### src/hdl/papa_pkg.sv
// Shared types and constants for the positional pan and attenuation pipeline.
`default_nettype none
package papa_pkg;

  // Number of entries in the arctangent table.
  localparam int AtanLen = 24;

  // Number of result bits of the distance root.
  localparam int SqSteps = 29;

  // Number of quotient bits of the attenuation divider.
  localparam int DivSteps = 8;

  // Arctangent of 2^-i in degrees, Q.16, rounded.
  localparam logic [22:0] ATAN_Q16 [0:AtanLen-1] = '{
    23'd2949120, 23'd1740967, 23'd919879, 23'd466945, 23'd234379, 23'd117304,
    23'd58666, 23'd29335, 23'd14668, 23'd7334, 23'd3667, 23'd1833,
    23'd917, 23'd458, 23'd229, 23'd115, 23'd57, 23'd29,
    23'd14, 23'd7, 23'd4, 23'd2, 23'd1, 23'd0
  };

  // Square root cell data: remaining radicand and partial root.
  typedef struct packed {
    logic [57:0] v;
    logic [58:0] r;
  } sq_t;

  // Rotation cell data: vector and accumulated angle (two's complement).
  typedef struct packed {
    logic [31:0] x;
    logic [31:0] y;
    logic [25:0] z;
  } cd_t;

  // Divider cell data: partial remainder, divisor and quotient.
  typedef struct packed {
    logic [32:0] rem;
    logic [24:0] d;
    logic [7:0]  q;
  } dv_t;

  // Per-item side information that travels down the pipeline from stage 2 to the last stage.
  typedef struct packed {
    logic [7:0]  vol;
    logic        centered;
    logic        sel_close;
    logic        act;
    logic        sat;
    logic [20:0] dx;
  } side_t;

endpackage
`default_nettype wire

### src/hdl/papa_div_cell.sv
// One quotient bit of the restoring attenuation divider.
`default_nettype none
module papa_div_cell #(
  parameter int BITPOS = 0
) (
  input  wire logic          clk,
  input  wire logic          en,
  input  papa_pkg::dv_t      cell_in,
  output papa_pkg::dv_t      cell_out
);

  localparam logic [7:0] QBit = 8'(1) << BITPOS;

  papa_pkg::dv_t cell_r;
  papa_pkg::dv_t cell_nxt;
  logic [32:0]   dsh;

  // Subtract the shifted divisor when it fits and set this quotient bit.
  always_comb begin
    dsh      = 33'(cell_in.d) << BITPOS;
    cell_nxt = cell_in;
    if (cell_in.rem >= dsh) begin
      cell_nxt.rem = cell_in.rem - dsh;
      cell_nxt.q   = cell_in.q | QBit;
    end
  end

  always_ff @(posedge clk) begin
    if (en) begin
      cell_r <= cell_nxt;
    end
  end

  assign cell_out = cell_r;

endmodule
`default_nettype wire

### config.mk
export PLATFORM = sky130hd
export DESIGN_NAME = papa_div_cell
export DESIGN_NICKNAME = d
export VERILOG_FILES = /design/src/hdl/papa_pkg.sv /design/src/hdl/papa_div_cell.sv
export SDC_FILE = /design/constraint.sdc
export NUM_CORES = 1
export LEC_CHECK = 0
export BUFFER_PORTS_ARGS = -buffer_cell sky130_fd_sc_hd__buf_2
export CAP_MARGIN = 10
export CORE_MARGIN = 2
export CORE_UTILIZATION = 40
export CTS_CLUSTER_DIAMETER = 40
export CTS_CLUSTER_SIZE = 25
export DETAILED_ROUTE_END_ITERATION = 8
export PLACE_DENSITY = 0.68
export SYNTH_ARGS = -nofsm -noshare
export SYNTH_HDL_FRONTEND = slang
export SYNTH_SLANG_ARGS = --single-unit
### constraint.sdc
create_clock -name clk -period 2.7 [get_ports clk]
set_input_delay 0.405 -clock clk [delete_from_list [all_inputs] [get_ports clk]]
set_output_delay 0.405 -clock clk [all_outputs]
set_load 0.03 [all_outputs]
Word-level counts from Yosys, hierarchy flattened
Index checks and enable logic that the tools add are counted. Widths: inputs -> output; s select.

Bits in registers: 66. Input port bits: 68. Output and inout bits: 66. Word-level logic and storage cells: 7.

$add $sub $neg: 1. $lt $le $gt $ge: 1. Muxes and demuxes: 1.

Operators with widths (number): $ge 33x25->1 (1); $mux 33 (1); $sub 33x25->33 (1).

Depth between registers and ports, before layout
Word-level depth: 2. Gate-level depth with buffers: 13.

Least setup slack after synthesis
OpenSTA, ideal clock, no wires.

Kind: input to register. From: input port cell_in[29] (netlist bit). To: register cell_r (netlist bit cell_out[53]) (data pin). Arrival time: 2.552 ns. Required time: 2.440 ns. Path slack: -0.112 ns. Stages: 11. Path buffers: 2. Cells stage by stage: inv_1 > ha_1 > buf_4 > nand4_2 > or4_4 > nor4_4 > nor4_4 > and2_1 > a21bo_1 > buf_6 > mux2_4.

RTL lines: from (decl) (RTL line papa_div_cell.sv:8) `input papa_pkg::dv_t cell_in,`; to (signal assigned) (RTL line papa_div_cell.sv:30) `cell_r <= cell_nxt;`; to (decl) (RTL line papa_div_cell.sv:14) `papa_pkg::dv_t cell_r;`.

==> out/metrics.yaml <==
drt_iter0_drc: 130
antenna_found_initial: 0
power.total_uw: 3265
cp_max_fo: 5
dpl-instance-area_sq_um: 5607
critical-path-slowest-cell: "or4_4"
wl_um: 11060
start_util_pct: 40.50
synth_fp_nets: 475
whs_endpoint: "cell_out[1]$_DFFE_PP_"
finalCriticalPeriod_ns: 2.529
clock_path_buffers: 2
clock-sinks: 66
tightestPinTransition_ns: 0.5239
relSlewSlack_pct: 65.07
critPathMaxStageDelay_ns: 0.49
cts_resized: 0
fin_crit_sh_pct: 93.67
maxCapViolations: 0
detail-route-antenna-nets: 0
synthDistinctLibCells: 53
die_area_sq_um: 11140
cts_buffers: 9
layout_common_cells: "buf_2 (133), buf_4 (82), edfxtp_1 (66)"
die_h_um: 105.6
clock.fmax_mhz: 395.4
status: "finished clean"
syn_avg_cell_area_sq_um: 10.83
final_common_cell: "buf_2"
rsz0062_at_grt: "false"
htree_levels: 3
slew_viol_final: 0
worstHoldStart: "cell_in[1]"
fin_util_pct: 57.30
n_antenna_cell: 0
drc_errors: 0
grt_usage_pct: 20.28
syn_to_final_growth_pct: 41.46
timing.critical_path.from: "cell_in[26]"
num-nets-final: 692
fillCellCount: 917
path_common_cell: "nor4_4"
required_ns: 2.82
synthesis.instances: 381
die_width_um: 105.6
synthTopCellsByArea: "edfxtp_1 (48%), ha_1 (7.6%), a21oi_1 (3.3%)"
place_ws_ns: -0.3515
critPathArrivalTime_ns: 2.65
start_kind: "input port"
final_area_sq_um: 5836
final_layout_size_suffix_gt1_share_pct: 45.61
via_per_inst: 4.904
async_flop_share_pct: 0
cts_tree: "done"
crit_type: "input port to flip-flop"
synth-seq-area-share_pct: 48.04
whs_ns: 0.2177
postCtsSetupBuffers: 0
synth_area_leader_cell: "edfxtp_1"
overflow: 0
worstPathCellList: "buf_2 -> inv_1 -> ha_1 -> nand4_1 -> or4_4 -> nor4_4 -> nor4_4 -> and2_1 -> a21bo_1 -> buf_12 -> mux2_4"
io_pins: 134
synth_flop_cell: "edfxtp_1"
synth-edff-count: 66
leakage_uw: 0.002648
row_count: 37
ys_ff_latch: 66
whs_path_depth: 1
core_sq_um: 10180
yosys_warnings: 0
clkTransAtPathRegs_ns: 0.08
cp-end-kind: "flip-flop"
grt_pass1_wl_um: 17620
root_buffer: "clkbuf_8"
gp_congestion: 0.8107
drtPass1Iterations: 5
vias: 3624
largest_register_ffs: 66
grt_max_degree: 47
power.density_nw_per_um2: 559.6
grt_pass1_vias: 3592
multi_input_area_sq_um: 2002
seqCellArea_sq_um: 1982
hold_buffers: 0
synthesis.area_sq_um: 4125
hp-class: "input port to flip-flop"
post-dp-hpwl_um: 8793
worst_ir_drop_vdd_uv: 235.9
hold_viol: 0
wl_per_cell_um: 14.97
synth_top_area_share_pct: 48.04
port_buffers: 133
fin_ws_ns: 0.1710
setup_viol: 0
-- Yosys cell counts (5+ instances only) --
cell	count
or2_2	5
xor2_1	14
inv_1	33
nor2_1	25
xnor2_1	11
o21ai_0	25
buf_2	5
edfxtp_1	66
a21oi_1	27
a211oi_1	6
nand2b_1	5
and3_1	6
ha_1	25
a21o_1	11
nand2_1	21
nand4_1	6
a21boi_0	5
a21oi_2	9
nor2_2	9
-- cell type report --
class                   count  share of cell area [%]
inverters                  33                   2.466
multi-input cells         271                   34.31
flip-flops and latches     66                   33.96
repair buffers            217                   22.64
clock buffers               9                   2.123
well taps                 136                   2.916
clock inverters             7                   1.587
-- cells by family after synthesis --
| family | share of synthesized area, % |
|---|---|
| AO/OA/AOI/OAI | 18.05 |
| AND/OR/NAND/NOR | 14.65 |
| flip-flops | 48.04 |
| buffers and inverters | 5.156 |
| adder cells (fa/ha/maj) | 8.068 |
| XOR/XNOR | 5.308 |
| multiplexers | 0.7280 |
-- through the flow --
step	std cells	setup TNS (ns)
CTS	739	0
floorplan	381	-0.06305
finish	739	0
global route	739	0
detailed placement	723	-9.574
global placement	723	-6.656
-- power by group --
part	switching (uW)	internal [uW]	leakage, uW
Clock	425	518	0.000103
Sequential	27.2	1270	0.000646
Combinational	609	417	0.00190
-- worst max-delay path, delay by kind of cell --
family                     cells  cell delay [ns]
and+or+nand+nor                5             1.17
buffers and inverters          3             0.25
muxes                          1             0.29
AOI/OAI and AO/OA              1             0.23
adders and majority gates      1             0.29
-- layer usage --
metal | routed length (um) | GRT usage [%]
met1 | 4906 | 25.40
met2 | 5421 | 35.16
met3 | 535 | 3.649
met4 | 199 | 7.049
met5 | 0 | 0
-- worst max path at each step --
stage                                  end  slack, ns
detailed placement  cell_out[55]$_DFFE_PP_      -0.35
global placement    cell_out[53]$_DFFE_PP_      -0.27
finish              cell_out[55]$_DFFE_PP_       0.17
CTS                 cell_out[55]$_DFFE_PP_       0.02
global route        cell_out[55]$_DFFE_PP_     0.0009
floorplan           cell_out[53]$_DFFE_PP_      -0.03
Note: power is estimated with default switching activity, not from simulation.
