$ cat config.mk
export PLATFORM = sky130hd
export DESIGN_NAME = papa_sqrt_cell
export DESIGN_NICKNAME = d
export VERILOG_FILES = /design/src/hdl/papa_pkg.sv /design/src/hdl/papa_sqrt_cell.sv
export SDC_FILE = /design/constraint.sdc
export NUM_CORES = 1
export LEC_CHECK = 0
export BUFFER_PORTS_ARGS = -buffer_cell sky130_fd_sc_hd__buf_2
export CAP_MARGIN = 20
export CORE_ASPECT_RATIO = 0.6
export CORE_UTILIZATION = 50
export DETAILED_ROUTE_END_ITERATION = 7
export GPL_ROUTABILITY_DRIVEN = 0
export GPL_TIMING_DRIVEN = 0
export PLACE_DENSITY = 0.86
export SETUP_SLACK_MARGIN = 0.05
export SYNTH_ARGS = -nofsm -noshare
export SYNTH_HDL_FRONTEND = slang
export SYNTH_SLANG_ARGS = --single-unit
$ cat constraint.sdc
create_clock -name clk -period 7.2 [get_ports clk]
set_input_delay 0 -clock clk [delete_from_list [all_inputs] [get_ports clk]]
set_output_delay 0 -clock clk [all_outputs]
set_load 0.03 [all_outputs]
$ cat src/hdl/papa_pkg.sv
// Shared types and constants for the positional pan and attenuation pipeline.
`default_nettype none
package papa_pkg;

  // Number of entries in the arctangent table.
  localparam int AtanLen = 24;

  // Number of result bits of the distance root.
  localparam int SqSteps = 29;

  // Number of quotient bits of the attenuation divider.
  localparam int DivSteps = 8;

  // Arctangent of 2^-i in degrees, Q.16, rounded.
  localparam logic [22:0] ATAN_Q16 [0:AtanLen-1] = '{
    23'd2949120, 23'd1740967, 23'd919879, 23'd466945, 23'd234379, 23'd117304,
    23'd58666, 23'd29335, 23'd14668, 23'd7334, 23'd3667, 23'd1833,
    23'd917, 23'd458, 23'd229, 23'd115, 23'd57, 23'd29,
    23'd14, 23'd7, 23'd4, 23'd2, 23'd1, 23'd0
  };

  // Square root cell data: remaining radicand and partial root.
  typedef struct packed {
    logic [57:0] v;
    logic [58:0] r;
  } sq_t;

  // Rotation cell data: vector and accumulated angle (two's complement).
  typedef struct packed {
    logic [31:0] x;
    logic [31:0] y;
    logic [25:0] z;
  } cd_t;

  // Divider cell data: partial remainder, divisor and quotient.
  typedef struct packed {
    logic [32:0] rem;
    logic [24:0] d;
    logic [7:0]  q;
  } dv_t;

  // Per-item side information that travels down the pipeline from stage 2 to the last stage.
  typedef struct packed {
    logic [7:0]  vol;
    logic        centered;
    logic        sel_close;
    logic        act;
    logic        sat;
    logic [20:0] dx;
  } side_t;

endpackage
`default_nettype wire

$ cat src/hdl/papa_sqrt_cell.sv
// One digit step of the pipelined integer square root.
`default_nettype none
module papa_sqrt_cell #(
  parameter int SHIFT = 0
) (
  input  wire logic          clk,
  input  wire logic          en,
  input  papa_pkg::sq_t      cell_in,
  output papa_pkg::sq_t      cell_out
);

  localparam logic [58:0] Bit = 59'(1) << SHIFT;

  papa_pkg::sq_t cell_r;
  papa_pkg::sq_t cell_nxt;
  logic [58:0]   trial;

  // Subtract the trial value when it fits, and shift the partial root.
  always_comb begin
    trial    = cell_in.r + Bit;
    cell_nxt = cell_in;
    if ({1'b0, cell_in.v} >= trial) begin
      cell_nxt.v = cell_in.v - trial[57:0];
      cell_nxt.r = (cell_in.r >> 1) + Bit;
    end else begin
      cell_nxt.r = cell_in.r >> 1;
    end
  end

  always_ff @(posedge clk) begin
    if (en) begin
      cell_r <= cell_nxt;
    end
  end

  assign cell_out = cell_r;

endmodule
`default_nettype wire

== Yosys cells after proc, flatten, opt, wreduce, memory -nomap -nowiden ==
Cells that the tools add are included.
Operators by class
  add/subtract/negate cells: 3
  order comparisons: 1
  mux-type cells: 2
Operators by type and width (number)
  58-bit 2-to-1 mux: 2
  58-bit by 1-bit adder with 59-bit output (second input constant): 1
  59-bit by 1-bit adder with 59-bit output (second input constant): 1
  58-bit by 59-bit >= comparator with 1-bit output: 1
  58-bit subtractor: 1
Word-level totals
  output and inout bits: 117
  flip-flop bits (word level): 117
  word-level logic and storage cells: 9
  input port bits: 119

== Logic depth before layout (Yosys ltp) ==
Gate-level depths: netlist of run 1.
  depth in word-level cells: 3
  mapped depth: 24
  gate-level depth less buffers: 18

== Least setup slack after synthesis of run 1 ==
OpenSTA, ideal clock, no wires.
  path type: input port to flip-flop
  start point: in cell_in[6] (netlist bit)
  end point: reg cell_r, in the netlist cell_out[115] (data pin)
  stages on the path: 19
  setup time: 0.130 ns
  arrival: 4.294 ns
  path slack: 2.777 ns
  required time: 7.070 ns
  path buffers: 4
  cells stage by stage: buf_6 -> and4_4 -> buf_6 -> and4_4 -> buf_6 -> nand3_1 -> nor3_1 -> nand3_1 -> xor2_1 -> ha_1 -> clkbuf_1 -> nand2_1 -> nor2_1 -> nand3_1 -> or4_1 -> o211a_1 -> or3_1 -> a2111oi_1 -> a211o_1
RTL lines
  start: declaration: RTL line papa_sqrt_cell.sv:8  | input papa_pkg::sq_t cell_in,
  end signal: assignment: RTL line papa_sqrt_cell.sv:32  | cell_r <= cell_nxt;
  end: declaration: RTL line papa_sqrt_cell.sv:14  | papa_pkg::sq_t cell_r;

==> metrics.yaml, run 1 <==
finalSetupTns_ps: 0
critPathArrivalTime_ps: 6750
routed_via_density: 6.17
synth-async-reset-ratio_pct: 0
regArea_mm2: 0.00351
period_share_pct: 91.4
ys_types: 71
drc_errors: 31
synth_ff_type: "edfxtp_1"
die_w_um: 186
pwr-share-seq_pct: 32.8
avgSynthCellArea_um2: 8.66
hp-class: "input port to register"
drt_pass1_iterations: 8
final_cells: 1802
grt_max_degree: 65
cts_tree: "built"
n_fill_cell: 1549
comb_power_share_pct: 32.6
syn_area_mm2: 0.0102
multi_input_area_mm2: 0.00619
grt_pass1_vias: 9995
criticalPathCategory: "input port to register"
ys_top_cells_by_count: "146 x nand2_1, 117 x edfxtp_1, 101 x xnor2_1, 84 x o21ai_0, 77 x a21oi_1"
vias: 11100
required_ps: 7370
ir_drop_mv: 0.172
track_usage_pct: 35.4
worst_hold_slack_ps: 18.5
ys_warn_count: 0
startpoint_type: "input port"
dp_cells: 1676
synth_top_area_share_pct: 34.4
syn-num-nets: 1357
power.net_switching_uw: 931
dieHeight_um: 113
start_util_pct: 51.1
core_mm2: 0.0200
layout-drive-gt1-share_pct: 20.0
synth_edf_count: 117
largest_register_ffs: 117
dieArea_mm2: 0.0210
violations: "DRC"
path_max_fanout: 10
yosysSeqAreaShare_pct: 34.4
finalHoldViolCount: 0
rows: 40
clk_pin_slew_worst_paths_ps: 70
drv_cap: 0
postCtsSetupBuffers: 0
place_hpwl_um: 28100
grt.overflow.total: 0
fin_nets: 1697
syn_inst: 1177
period_minus_slack_ps: 6580
wl_um: 37700
power_uw: 2600
status: "finished, violations left"
powerDensity_mw_per_mm2: 196
slew_headroom_pct: 32.0
antenna_cells: 0
switching_share_pct: 35.8
antenna_found_initial: 1
fmax_ghz: 0.152
cts_resized: 0
wl_per_cell_um: 20.9
p_leak_uw: 0.00535
antenna_left: 0
cts-root-buf: "clkbuf_16"
power.internal_uw: 1670
rsz0062_at_grt: "no"
cts_buffers: 17
cts.path.max_buffers: 2
cts_num_sinks: 117
clkPwrFrac_pct: 34.6
drt_iter0_drc: 1958
syn2layout_area_growth_pct: 29.9
grt_pass1_wl_um: 56700
finalSetupViolCount: 0
crit_path_end_kind: "register"
ys_seq_elements: 117
port_buffers: 225
hold_buffers: 94
netlist.top_cell.by_area: "edfxtp_1"
synthMostInstantiatedCell: "nand2_1"
ys_top_cells_by_area: "edfxtp_1 34%, xnor2_1 8.7%, ha_1 7.4%"
io_pins: 236
cts-htree-levels: 4
worst-slew-pin-transition_ps: 1010
finalMaxSlewViolations: 0
==> cells by family after synthesis <==
| group | after synthesis | share of synthesized area [%] |
|---|---|---|
| AO/OA/AOI/OAI | 270 | 16.3 |
| XOR/XNOR | 163 | 14.0 |
| adder cells (fa/ha/maj) | 61 | 7.56 |
| buffers and inverters | 105 | 4.85 |
| flip-flops | 117 | 34.4 |
| multiplexers | 1 | 0.0982 |
| AND/OR/NAND/NOR | 460 | 22.7 |
==> worst max-delay path: stages <==
cell,delay (ps)
dlygate4sd3_1,530
buf_2,180
and4_4,230
buf_6,120
and4_4,220
buf_6,160
nand3_1,280
nor3_1,900
nand3_1,320
xor2_1,540
ha_1,210
clkbuf_1,350
nand3_1,160
or3_1,410
nor4_1,220
nand2_1,120
o21ai_0,190
nor2_1,90
o22ai_2,490
clkbuf_1,650
nand2_1,170
xnor2_1,190
==> final cells by class <==
type	instances	area share [%]
inverter	35	0.992
timing repair buffer	321	15.9
sequential	117	26.5
buffer	70	2.74
clock inverter	14	1.34
clock buffer	17	3.21
tap	273	2.58
multi-input combinational	955	46.7
==> per-layer routing <==
layer  vias up  GRT usage, %  part of all wire [%]
li1       4987             -                     -
met1      5036          50.9                    43
met2       942          48.1                    38
met3       153          14.4                    16
met4         2          9.75                   3.1
met5         -             0                 0.034
==> metrics by stage <==
stage | util (%) | cell area (um2) | worst slack (ps)
after floorplan | - | 10200 | 2780
after global placement | 58.4 | 11700 | 1440
after detailed placement | 58.6 | 11700 | 1280
after CTS | 66.3 | 13200 | 1140
after global routing | 66.4 | 13300 | 556
final | 66.4 | 13300 | 619
==> power groups by stage <==
stage          registers, uW  logic, uW  clock network [uW]
2_1_floorplan           1000        376                   0
3_3_place_gp             862        755                   0
3_5_place_dp             861        769                   0
4_1_cts                  850        817                 894
5_1_grt                  856        898                 926
6_report                 851        848                 900
==> cell usage in the layout (no fill, tap or decap), drive strengths merged, types with 3 or more instances in the layout <==
master,instances
buf,253
nand2,148
edfxtp,117
xnor2,101
dlygate4sd3,95
o21ai,92
a21oi,77
nor2,72
nand4,64
nand3,63
xor2,62
ha,60
clkbuf,60
inv,38
nor3,33
a21o,28
o21bai,16
nor4,15
and3,14
and4,12
or3,9
and2,8
clkinv,7
nand2b,6
nor2b,6
o31ai,6
a211o,6
or2,5
o21a,5
a211oi,5
a31oi,4
o221ai,3
a221oi,3
o211a,3
bufinv,3
==> worst paths after layout <==
check	start	end	slack [ps]	depth (start not counted)
min	cell_in[71]	cell_out[71]	20	3
max	cell_in[7]	cell_out[20]	620	22
No activity file was read; power rests on OpenSTA's default activity.
==> run 2: changes to the inputs <==
Settings changed: CORE_MARGIN from default to 2.
==> run 2 against run 1 <==
Compared with the run above: the run now ends clean; via count up 1.0%; combinational power up 0.8%; sequential power about the same; sequential cell count unchanged; hold slack worse by 7.1 ps; largest cell class unchanged; total power down 1.4%; critical path depth down 1; die area up 2.9%; core utilization down 0.13 points; count of clock-buffer cells in the layout unchanged; global-route usage down 0.15 points; largest power group unchanged.
==> metrics.yaml, run 2 (synthesis results as in run 1) <==
grt_pass1_vias: 10200
dieArea_mm2: 0.0216
cts.path.max_buffers: 2
clk_pin_slew_worst_paths_ps: 60
antenna_left: 0
cts-root-buf: "clkbuf_16"
worst-slew-pin-transition_ps: 1020
vias: 11200
rsz0062_at_grt: "no"
finalHoldViolCount: 0
place_hpwl_um: 28700
critPathArrivalTime_ps: 6720
antenna_found_initial: 2
finalSetupTns_ps: 0
drv_cap: 0
finalMaxSlewViolations: 0
rows: 40
layout_commonest_cell: "buf_2"
drt_pass1_iterations: 8
postCtsSetupBuffers: 0
grt.overflow.total: 0
min_path_cells: 2
hold_end: "cell_out[14]"
p_leak_uw: 0.00534
final_cell_mix: "235 x buf_2, 146 x nand2_1, 117 x edfxtp_1, 101 x xnor2_1, 98 x dlygate4sd3_1"
crit_path_end_kind: "register"
slew_headroom_pct: 31.4
cts_buffers: 17
design_area_mm2: 0.0133
fmax_ghz: 0.153
criticalPathCategory: "input port to register"
startpoint_type: "input port"
start_util_pct: 50.9
die_w_um: 188
cts-htree-levels: 4
track_usage_pct: 35.2
drc_errors: 0
routed_via_density: 6.22
hold_buffers: 98
n_fill_cell: 1561
wl_um: 38600
fin_nets: 1700
layout-drive-gt1-share_pct: 20.0
powerDensity_mw_per_mm2: 193
period_minus_slack_ps: 6550
core_mm2: 0.0200
min-delay-start: "cell_in[15]"
period_share_pct: 91.0
dieHeight_um: 115
path_max_fanout: 10
grt_pass1_wl_um: 57600
cts_num_sinks: 117
syn2layout_area_growth_pct: 30.0
dpl_cell_area_mm2: 0.0117
largest_register_ffs: 117
wl_per_cell_um: 21.4
status: "finished, final reports clean"
io_pins: 236
finalSetupViolCount: 0
port_buffers: 225
cts_resized: 0
required_ps: 7380
ir_drop_mv: 0.164
drt_iter0_drc: 1961
grt_max_degree: 62
cts_tree: "built"
hp-class: "input port to register"
## run 2: changes by cell type in the layout (fill, tap and decap cells not counted), sizes merged
cell         before  now
dlygate4sd3      95   98
clkinvlp          1    2
diode             0    1
clkinv            7    5
bufinv            3    2
inv              38   40
## run 2: worst max path at each step
stage	from	end	slack [ps]
5_1_grt	cell_in[7]	cell_out[25]	570
2_1_floorplan	cell_in[6]	cell_out[115]	2780
4_1_cts	cell_in[7]	cell_out[25]	1140
3_3_place_gp	cell_in[7]	cell_out[20]	1440
6_report	cell_in[7]	cell_out[25]	650
3_5_place_dp	cell_in[7]	cell_out[25]	1270
## run 2: per-layer routing
layer / GRT usage [%] / wire [um]
met3: 17.5 / 6990
met5: 0 / 13
met4: 13.5 / 1500
met1: 47.7 / 15400
met2: 47.7 / 14700
## run 2: report_power, final
group          internal [uW]  switching (uW)
Sequential               832            18.7
Combinational            291             564
Clock                    511             345
Total                   1630             928
## run 2: layout make-up
| cell class | instances | area (um2) | area share [%] |
|---|---|---|---|
| multi-input cells | 955 | 6190 | 46.7 |
| repair buffers | 324 | 2140 | 16.1 |
| plain buffers | 70 | 363 | 2.74 |
| clock inverters | 14 | 151 | 1.14 |
| diodes | 1 | 2.50 | 0.0189 |
| clock buffers | 17 | 425 | 3.21 |
| well taps | 273 | 342 | 2.58 |
| inverters | 35 | 131 | 0.991 |
| flip-flops and latches | 117 | 3510 | 26.5 |
## run 2: metrics by stage
stage | power, uW | std cells | hold slack, ps | utilization (%) | setup slack [ps]
after CTS | 2530 | 1805 | 0.359 | 66.2 | 1140
after floorplan | 1380 | 1177 | 112 | - | 2780
after detailed placement | 1630 | 1676 | 301 | 58.4 | 1270
final | 2560 | 1806 | 11.4 | 66.2 | 651
after global placement | 1620 | 1675 | 304 | 58.3 | 1440
after global routing | 2650 | 1806 | 7.48 | 66.2 | 574
## run 2: worst max-delay path, stage by stage
cell           delay (ps)
dlygate4sd3_1         540
buf_2                 180
and4_4                230
buf_6                 110
and4_4                220
buf_6                 160
nand3_1               260
nor3_1                900
nand3_1               200
xor2_1                530
ha_1                  210
clkbuf_1              350
nand4_1               270
nor4_1                600
nand2_1               130
o21ai_0               200
nor2_1                 90
o22ai_2               490
clkbuf_1              700
nand2_1               160
xnor2_1               180
