### src/hdl/papa_pkg.sv
// Shared types and constants for the positional pan and attenuation pipeline.
`default_nettype none
package papa_pkg;

  // Number of entries in the arctangent table.
  localparam int AtanLen = 24;

  // Number of result bits of the distance root.
  localparam int SqSteps = 29;

  // Number of quotient bits of the attenuation divider.
  localparam int DivSteps = 8;

  // Arctangent of 2^-i in degrees, Q.16, rounded.
  localparam logic [22:0] ATAN_Q16 [0:AtanLen-1] = '{
    23'd2949120, 23'd1740967, 23'd919879, 23'd466945, 23'd234379, 23'd117304,
    23'd58666, 23'd29335, 23'd14668, 23'd7334, 23'd3667, 23'd1833,
    23'd917, 23'd458, 23'd229, 23'd115, 23'd57, 23'd29,
    23'd14, 23'd7, 23'd4, 23'd2, 23'd1, 23'd0
  };

  // Square root cell data: remaining radicand and partial root.
  typedef struct packed {
    logic [57:0] v;
    logic [58:0] r;
  } sq_t;

  // Rotation cell data: vector and accumulated angle (two's complement).
  typedef struct packed {
    logic [31:0] x;
    logic [31:0] y;
    logic [25:0] z;
  } cd_t;

  // Divider cell data: partial remainder, divisor and quotient.
  typedef struct packed {
    logic [32:0] rem;
    logic [24:0] d;
    logic [7:0]  q;
  } dv_t;

  // Per-item side information that travels down the pipeline from stage 2 to the last stage.
  typedef struct packed {
    logic [7:0]  vol;
    logic        centered;
    logic        sel_close;
    logic        act;
    logic        sat;
    logic [20:0] dx;
  } side_t;

endpackage
`default_nettype wire

### src/hdl/papa_cordic_cell.sv
// One vectoring rotation of the pipelined arctangent.
`default_nettype none
module papa_cordic_cell #(
  parameter int STEP = 0
) (
  input  wire logic          clk,
  input  wire logic          en,
  input  papa_pkg::cd_t      cell_in,
  output papa_pkg::cd_t      cell_out
);

  localparam logic [25:0] Ang = {3'b000, papa_pkg::ATAN_Q16[STEP]};

  papa_pkg::cd_t cell_r;
  papa_pkg::cd_t cell_nxt;
  logic [31:0]   xs;
  logic [31:0]   ys;

  // Arithmetic shift that truncates toward zero.
  function automatic logic [31:0] shr_tz(input logic [31:0] v);
    logic [31:0] m;
    begin
      m = v[31] ? (32'd0 - v) : v;
      m = m >> STEP;
      return v[31] ? (32'd0 - m) : m;
    end
  endfunction

  // Rotate toward the x axis, steering by the sign of y.
  always_comb begin
    xs       = shr_tz(cell_in.x);
    ys       = shr_tz(cell_in.y);
    cell_nxt = cell_in;
    if (!cell_in.y[31]) begin
      cell_nxt.x = cell_in.x + ys;
      cell_nxt.y = cell_in.y - xs;
      cell_nxt.z = cell_in.z + Ang;
    end else begin
      cell_nxt.x = cell_in.x - ys;
      cell_nxt.y = cell_in.y + xs;
      cell_nxt.z = cell_in.z - Ang;
    end
  end

  always_ff @(posedge clk) begin
    if (en) begin
      cell_r <= cell_nxt;
    end
  end

  assign cell_out = cell_r;

endmodule
`default_nettype wire

### config.mk
export PLATFORM = sky130hd
export DESIGN_NAME = papa_cordic_cell
export DESIGN_NICKNAME = d
export VERILOG_FILES = /design/src/hdl/papa_pkg.sv /design/src/hdl/papa_cordic_cell.sv
export SDC_FILE = /design/constraint.sdc
export NUM_CORES = 1
export LEC_CHECK = 0
export BUFFER_PORTS_ARGS = -buffer_cell sky130_fd_sc_hd__buf_2
export CORE_MARGIN = 4
export CORE_UTILIZATION = 54
export CTS_BUF_LIST = sky130_fd_sc_hd__clkbuf_16
export DETAILED_ROUTE_END_ITERATION = 8
export PLACE_DENSITY = 0.78
export SLEW_MARGIN = 20
export SYNTH_ARGS = -nofsm -noshare
export SYNTH_HDL_FRONTEND = slang
export SYNTH_SLANG_ARGS = --single-unit
### constraint.sdc
create_clock -name clk -period 7.4 [get_ports clk]
set_clock_uncertainty 0.1 [all_clocks]
set_input_delay 1.11 -clock clk [delete_from_list [all_inputs] [get_ports clk]]
set_output_delay 1.11 -clock clk [all_outputs]
set_load 0.005 [all_outputs]
# --- Yosys cells after proc, flatten, opt, wreduce, memory -nomap -nowiden ---
# Cells that the tools add are included.
totals:
  input_bits: 92
  ff_bits: 90
  word_cells: 18
  out_inout_bits: 90
op_classes:
  add_sub_neg: 10
  n_mux: 5
ops:
  columns: ["cell", "n"]
  rows:
  - ["$mux 32", 4]
  - ["$sub 1x32->32 const A", 4]
  - ["$mux 90", 1]
  - ["$add 32x32->32", 2]
  - ["$sub 32x32->32", 2]
  - ["$add 26x22->26 const B", 1]
  - ["$sub 26x22->26 const B", 1]

# --- Depth between registers and ports, before layout ---
# Gate-level depths: netlist of run 1.
logic_depth:
  depth_word: 6
  mapped_depth: 34
  ltp_nobuf: 28

# --- Worst setup path after synthesis of run 1 ---
# OpenSTA, ideal clock, no wires.
synth_path:
  kind: "in2reg"
  startpoint: "input port cell_in[57] (netlist bit)"
  endpoint: "register cell_r, in the netlist cell_out[89] (data pin)"
  required_time_ps: 7032
  setup_ps: 268
  path_buffers: 8
  t_arrival_ps: 7388
  path_slack_ps: -356
  stages: 34
  path_cell_list: "clkbuf_1 > buf_1 > clkbuf_1 > clkbuf_1 > buf_2 > buf_1 > buf_1 > nor2_1 > a21oi_1 > ha_1 > nand3_1 > nor3_1 > clkbuf_1 > nor3b_1 > o211ai_1 > o211ai_1 > nor2b_1 > nand2_1 > xnor2_1 > nand2_1 > o21ai_0 > ha_1 > a21o_1 > a21o_1 > a21oi_1 > o21ai_0 > or3_1 > o211a_1 > nor2_1 > nand3_1 > a31oi_1 > o21ai_0 > a21oi_1 > xnor3_1"
synth_lines:
  columns: ["element", "line_no", "text"]
  rows:
  - ["from (decl)", "papa_cordic_cell.sv:8", "input papa_pkg::cd_t cell_in,"]
  - ["to (signal assigned)", "papa_cordic_cell.sv:47", "cell_r <= cell_nxt;"]
  - ["to (decl)", "papa_cordic_cell.sv:14", "papa_pkg::cd_t cell_r;"]

==> out/results.ini, run 1 <==
[run_status]
status=completed

[finish]
final_nets=1771
final_cells=1879
diodes=0
mostFrequentLayoutCell=buf_2
synthToLayoutAreaGrowth_pct=14.0
drive_above_1_share_pct=18.2
largest_register_ff_count=89
mostFrequentLayoutCells=180 x buf_2, 149 x xnor2_1, 123 x nor2_1

[synthesis]
synth_warnings=0
synth_seq_cells=89
synth.top_cells.by_area=edfxtp_1 23%, xnor2_1 11%, ha_1 8.2%
synth_xor_area_share_pct=16.6
avgSynthCellArea_sq_um=8.16
synth-compound-area-share_pct=23.2
synth_top_family_by_area=simple AND/OR/NAND/NOR gates
synth_adder_area_share_pct=8.76
synth-simple-area-share_pct=23.4
synth_mux_area_share_pct=1.16
syn_nets=1604
synth_ff_type=edfxtp_1
synth_edf_count=89
yosysSeqAreaShare_pct=22.9
syn-instance-count=1432
synthArstFlopShare_pct=0
synth_top_area_share_pct=22.9
synth_largest_area_cell=edfxtp_1
yosys.cell_types.count=88
synth_area_sq_um=11700

[worst_setup_path]
crit_required_ns=7.40
crit_slowest_cell=or4b_1
path_buf_inv=4
path_depth=26
cpMostUsedCell=xor2_1
path_delay_family=simple AND/OR/NAND/NOR gates
crit_path_max_incr_delay_ns=0.56
worst-path-max-fanout=11
endpoint_kind=flop
crit_arrival_ns=7.03
start_kind=input port
critPathKind=input port to flop

[power]
powerDensity_nw_per_um2=164
peakVddDrop_mv=0.130
p_leak_nw=5.17

[sta]
setup_viol=0
tightest_slew_ns=0.852
maxSlewViolCount=0
setup_tns_ns=0
period_share_pct=95.1
period_needed_ns=7.03
hold_viol=0
clock.fmax_mhz=142
slew_headroom_pct=42.8

[run]
maxCapViolCount=0

[global_routing]
grt_max_degree=60
overflow=0
grt_antenna_before_repair=0
first_global_vias=10600
grt_pass1_wl_mm=53.4
grt_use_total_pct=26.9

[clock_tree]
cts_buffers=9
cts.sinks=89
postCtsHoldBufs=0
tritoncts=built
htreeDepth=3
cts_root_buf=clkbuf_16
path_clk_slew_ns=0.07
clock_tree.buffer_depth=2

[detailed_routing]
top_layer=met4
m1WireLength_mm=15.4
routedWlPerCell_um=18.1
viasPerCell=6.29
via_count=11800
drcViolationCount=0
drtPass1Iterations=7
wl_met3_mm=2.82
drtAntennaViolNets=0
dr.first_iter.drc_count=1078
wl_mm=34.0
wl_met2_mm=15.1

[placement]
dp.cells=1862
dp_hpwl_mm=26.9
gp_congestion=1.01
portBuffers=181

[floorplanning]
core_area_sq_um=21200
fp.dieH_um=155
initial_core_util_pct=55.2
die_w_um=155
ios=182
num_rows=53
die_area_sq_um=24100

[min_path]
hold_start=cell_in[2]
hold_path_class=input port to flop
hold_depth=1
whs_endpoint=cell_out[2]$_DFFE_PP_

kinds of logic (layout without fill, tap and decap cells):
| family | Yosys count | after routing |
|---|---|---|
| AO/OA/AOI/OAI | 395 | 395 |
| AND/OR/NAND/NOR | 518 | 518 |
| buffers and inverters | 117 | 289 |
| XOR/XNOR | 220 | 220 |
| flip-flops | 89 | 89 |
| adder cells (fa/ha/maj) | 80 | 80 |
| multiplexers | 13 | 13 |
synthesized netlist by cell type, types with 7 or more instances:
library cell  count
o21a_1           13
mux2i_1           9
xnor2_1         149
nand4_1          21
and4_1            7
o21bai_1         16
buf_1            12
xor2_1           70
a211o_1           8
or4_1            17
o31ai_1          22
o41ai_1           8
and3_1           16
nor2_1          123
or2_2            16
a41oi_1          10
a31oi_1          21
edfxtp_1         89
o211ai_1         12
buf_2            11
nand3_1          39
a211oi_1          7
nor3_1           46
nand2_1          96
ha_1             77
a21o_1           30
inv_1            42
nor4_1           28
nor2b_1          18
a21oi_1          95
or3_1            26
a2111oi_0        13
nand2b_1         20
clkbuf_1         49
o2111ai_1         9
and2_1           15
o21ai_0          62
final cells by class:
type | instances | area (sq um)
clock buffer | 9 | 225
clock inverter | 7 | 53.8
fill | 1847 | 7830
inverter | 43 | 161
multi-input combinational | 1226 | 8590
sequential | 89 | 2670
tap | 275 | 344
timing repair buffer | 230 | 1280
how the worst max path moves through the flow:
stage / end / startpoint
floorplan: cell_out[89]$_DFFE_PP_ / cell_in[57]
global placement: cell_out[55]$_DFFE_PP_ / cell_in[59]
detailed placement: cell_out[55]$_DFFE_PP_ / cell_in[59]
CTS: cell_out[57]$_DFFE_PP_ / cell_in[59]
global route: cell_out[88]$_DFFE_PP_ / cell_in[26]
finish: cell_out[54]$_DFFE_PP_ / cell_in[58]
where the power goes:
group	internal [W]	total, W	switching (W)
logic	0.000430	0.00101	0.000582
registers	0.000702	0.000726	0.0000245
clock network	0.000231	0.000449	0.000218
total	0.00136	0.00219	0.000825
metrics by stage:
step / hold slack [ns] / power (W) / utilization [%] / cell area, sq um / setup slack [ns]
global route: 0.822 / 0.00232 / 63.0 / 13300 / -0.0279
global placement: 1.19 / 0.00171 / 61.4 / 13000 / 0.00934
floorplan: 1.11 / 0.00140 / - / 11700 / 0.0311
detailed placement: 1.19 / 0.00173 / 61.4 / 13000 / -0.151
CTS: 0.827 / 0.00217 / 62.8 / 13300 / 0.204
finish: 0.836 / 0.00219 / 63.0 / 13300 / 0.366
metal layers:
metal / vias up / track usage, %
met5: - / 0
met4: 0 / 6.43
met3: 52 / 2.23
met2: 549 / 43.5
met1: 5496 / 39.0
li1: 5725 / -
what timing repair did:
action	4_1_cts	5_1_grt
setup endpoints to repair	0	6
gates resized for setup	0	8
setup buffers	0	1
No activity file was read; power rests on OpenSTA's default activity.
==> inputs of run 2 (changes only) <==
--- a/config.mk
+++ b/config.mk
@@ -7,10 +7,10 @@
 export LEC_CHECK = 0
 export BUFFER_PORTS_ARGS = -buffer_cell sky130_fd_sc_hd__buf_2
 export CORE_MARGIN = 4
-export CORE_UTILIZATION = 54
+export CORE_UTILIZATION = 45
 export CTS_BUF_LIST = sky130_fd_sc_hd__clkbuf_16
 export DETAILED_ROUTE_END_ITERATION = 8
-export PLACE_DENSITY = 0.78
+export PLACE_DENSITY = 0.66
 export SLEW_MARGIN = 20
 export SYNTH_ARGS = -nofsm -noshare
 export SYNTH_HDL_FRONTEND = slang
==> constraint.sdc (replaced) <==
create_clock -name clk -period 7.4 [get_ports clk]
set_clock_uncertainty 0.1 [all_clocks]
set_input_delay 0.37 -clock clk [delete_from_list [all_inputs] [get_ports clk]]
set_output_delay 0.37 -clock clk [all_outputs]
set_load 0.005 [all_outputs]
==> out/results.ini, run 2 (same netlist as run 1, synthesis figures left out) <==
[run_status]
status=completed

[detailed_routing]
m1WireLength_mm=16.2  ; +5.4%
drtAntennaViolNets=0  ; unchanged
viasPerCell=6.02  ; -4.3%
dr.first_iter.drc_count=1077  ; -0.093%
drcViolationCount=0  ; unchanged
wl_mm=34.8  ; +2.4%
top_layer=met4
wl_met3_mm=2.45  ; -13%
drtPass1Iterations=5  ; -2
via_count=11500  ; -3.0%
wl_met2_mm=15.4  ; +2.3%
routedWlPerCell_um=18.2  ; +0.98%

[sta]
clock.fmax_mhz=150  ; +5.3%
maxSlewViolCount=0  ; unchanged
period_share_pct=90.3  ; -4.7 points
grt_setup_unrepaired=no
period_needed_ns=6.68  ; -0.351 ns
slew_headroom_pct=38.8  ; -4.0 points
setup_tns_ns=0  ; unchanged
hold_viol=0  ; unchanged
tightest_slew_ns=0.895  ; +0.0424 ns
holdWs_ns=0.0856  ; -0.751 ns
setup_viol=0  ; unchanged

[clock_tree]
post_cts_buffers=0  ; unchanged
cts.sinks=89  ; unchanged
tritoncts=built
path_clk_slew_ns=0.07  ; about the same
postCtsHoldBufs=0  ; unchanged
cts_buffers=9  ; unchanged
cts_root_buf=clkbuf_16
htreeDepth=3  ; unchanged
clock_tree.buffer_depth=2  ; unchanged

[power]
peakVddDrop_mv=0.106  ; -19%
p_int_w=0.00135  ; -0.77%
p_leak_nw=5.02  ; -2.9%
power.total_w=0.00217  ; -0.81%
switching_share_pct=37.7  ; about the same
powerDensity_nw_per_um2=165  ; +0.50%
p_comb_share_pct=45.9  ; -0.4 points
pwr-share-seq_pct=33.5  ; +0.3 points
power_frac_clock_pct=20.5  ; about the same
switchingPower_w=0.000818  ; -0.88%

[placement]
portBuffers=181  ; unchanged
dp_hpwl_mm=27.8  ; +3.3%
gp_congestion=0.954  ; -5.3%

[finish]
drive_above_1_share_pct=16.4  ; -1.8 points
synthToLayoutAreaGrowth_pct=12.5
final_nets=1741  ; -1.7%
mostFrequentLayoutCells=180 x buf_2, 149 x xnor2_1, 123 x nor2_1
mostFrequentLayoutCell=buf_2
largest_register_ff_count=89  ; unchanged

[worst_setup_path]
path_cells=buf_2 -> inv_1 -> ha_1 -> or3b_2 -> a2111oi_0 -> mux2i_1 -> xnor2_1 -> and3_1 -> nand2_1 -> nor2b_1 -> a22oi_1 -> xnor2_1 -> ha_1 -> a21oi_1 -> nor2b_1 -> o21ai_0 -> nor4b_1 -> nor2_1 -> a221oi_1 -> o21ai_0 -> o31a_1 -> a41oi_1 -> o31ai_1 -> xor2_1
crit_slowest_cell=a2111oi_0
endpoint_kind=flop
start_kind=input port
worst-path-max-fanout=10  ; -1
crit_path_max_incr_delay_ns=0.78  ; +0.22 ns
crit_arrival_ns=6.67  ; -0.36 ns
endpoint=cell_out[88]$_DFFE_PP_
crit_required_ns=7.39  ; about the same
cp-startpoint=cell_in[26]
critPathKind=input port to flop

[floorplanning]
num_rows=58  ; +9.4%
ios=182  ; unchanged
initial_core_util_pct=46.0  ; -9.2 points
core_area_sq_um=25400  ; +20%
die_area_sq_um=28600  ; +19%
fp.dieH_um=169  ; +9.1%
die_w_um=169  ; +9.1%

[global_routing]
grt_use_total_pct=23.3  ; -3.6 points
first_global_vias=10600  ; -0.085%
grt_pass1_wl_mm=55.0  ; +2.9%
grt_max_degree=56  ; -6.7%
overflow=0  ; unchanged
grt_antenna_before_repair=1  ; +1

[run]
maxCapViolCount=0  ; unchanged

[min_path]
hold_path_class=input port to flop

[run 2: what timing repair did]
item                                   CTS  global route
resized for setup                        0             4
setup endpoints to repair                0             2
endpoints found under the hold margin    0             0
[run 2: routing by layer]
layer | global-route usage [%] | up-vias
met5 | 0 | -
met4 | 5.88 | 0
met3 | 2.63 | 36
met2 | 37.0 | 425
met1 | 33.9 | 5333
li1 | - | 5673
[run 2: final cells by class]
class	count	area, sq um
Inverter	43	161
Antenna cell	1	2.50
Clock inverter	7	53.8
Multi-Input combinational cell	1226	8570
Sequential cell	89	2670
Timing Repair Buffer	200	1050
Fill cell	2505	12300
Tap cell	330	413
Clock buffer	9	225
[run 2: worst max-delay path, delay by kind of cell]
family	cells	cell delay [ns]
AO/OA/AOI/OAI	9	2.85
XOR/XNOR	3	0.51
adder cells (fa/ha/maj)	2	0.67
buffers and inverters	2	0.30
multiplexers	1	0.29
AND/OR/NAND/NOR	7	1.65
[run 2: worst min-delay path by stage]
| stage | slack [ns] | cells past startpoint | from | to |
|---|---|---|---|---|
| after CTS | 0.08 | 1 | cell_in[0] | cell_out[0]$_DFFE_PP_ |
| after detailed placement | 0.45 | 1 | cell_in[0] | cell_out[0]$_DFFE_PP_ |
| after global routing | 0.08 | 1 | cell_in[0] | cell_out[0]$_DFFE_PP_ |
| after global placement | 0.45 | 1 | cell_in[8] | cell_out[8]$_DFFE_PP_ |
| after floorplan | 0.37 | 0 | cell_in[0] | cell_out[0]$_DFFE_PP_ |
| final | 0.09 | 1 | cell_in[0] | cell_out[0]$_DFFE_PP_ |
[run 2: power by group through the flow]
stage | combinational, W | clock [W] | sequential (W)
2_1_floorplan | 0.000648 | 0 | 0.000754
3_3_place_gp | 0.000973 | 0 | 0.000738
3_5_place_dp | 0.000985 | 0 | 0.000739
4_1_cts | 0.000989 | 0.000458 | 0.000729
5_1_grt | 0.00110 | 0.000473 | 0.000739
6_report | 0.000997 | 0.000446 | 0.000727
[run 2: metrics by stage]
stage	util [%]	instance area (sq um)	cells	setup WS [ns]
global placement	50.6	12800	1888	0.494
CTS	51.7	13100	1904	0.724
finish	51.8	13100	1905	0.718
global route	51.8	13100	1905	0.142
detailed placement	50.6	12800	1888	0.371
floorplan	-	11700	1432	0.384
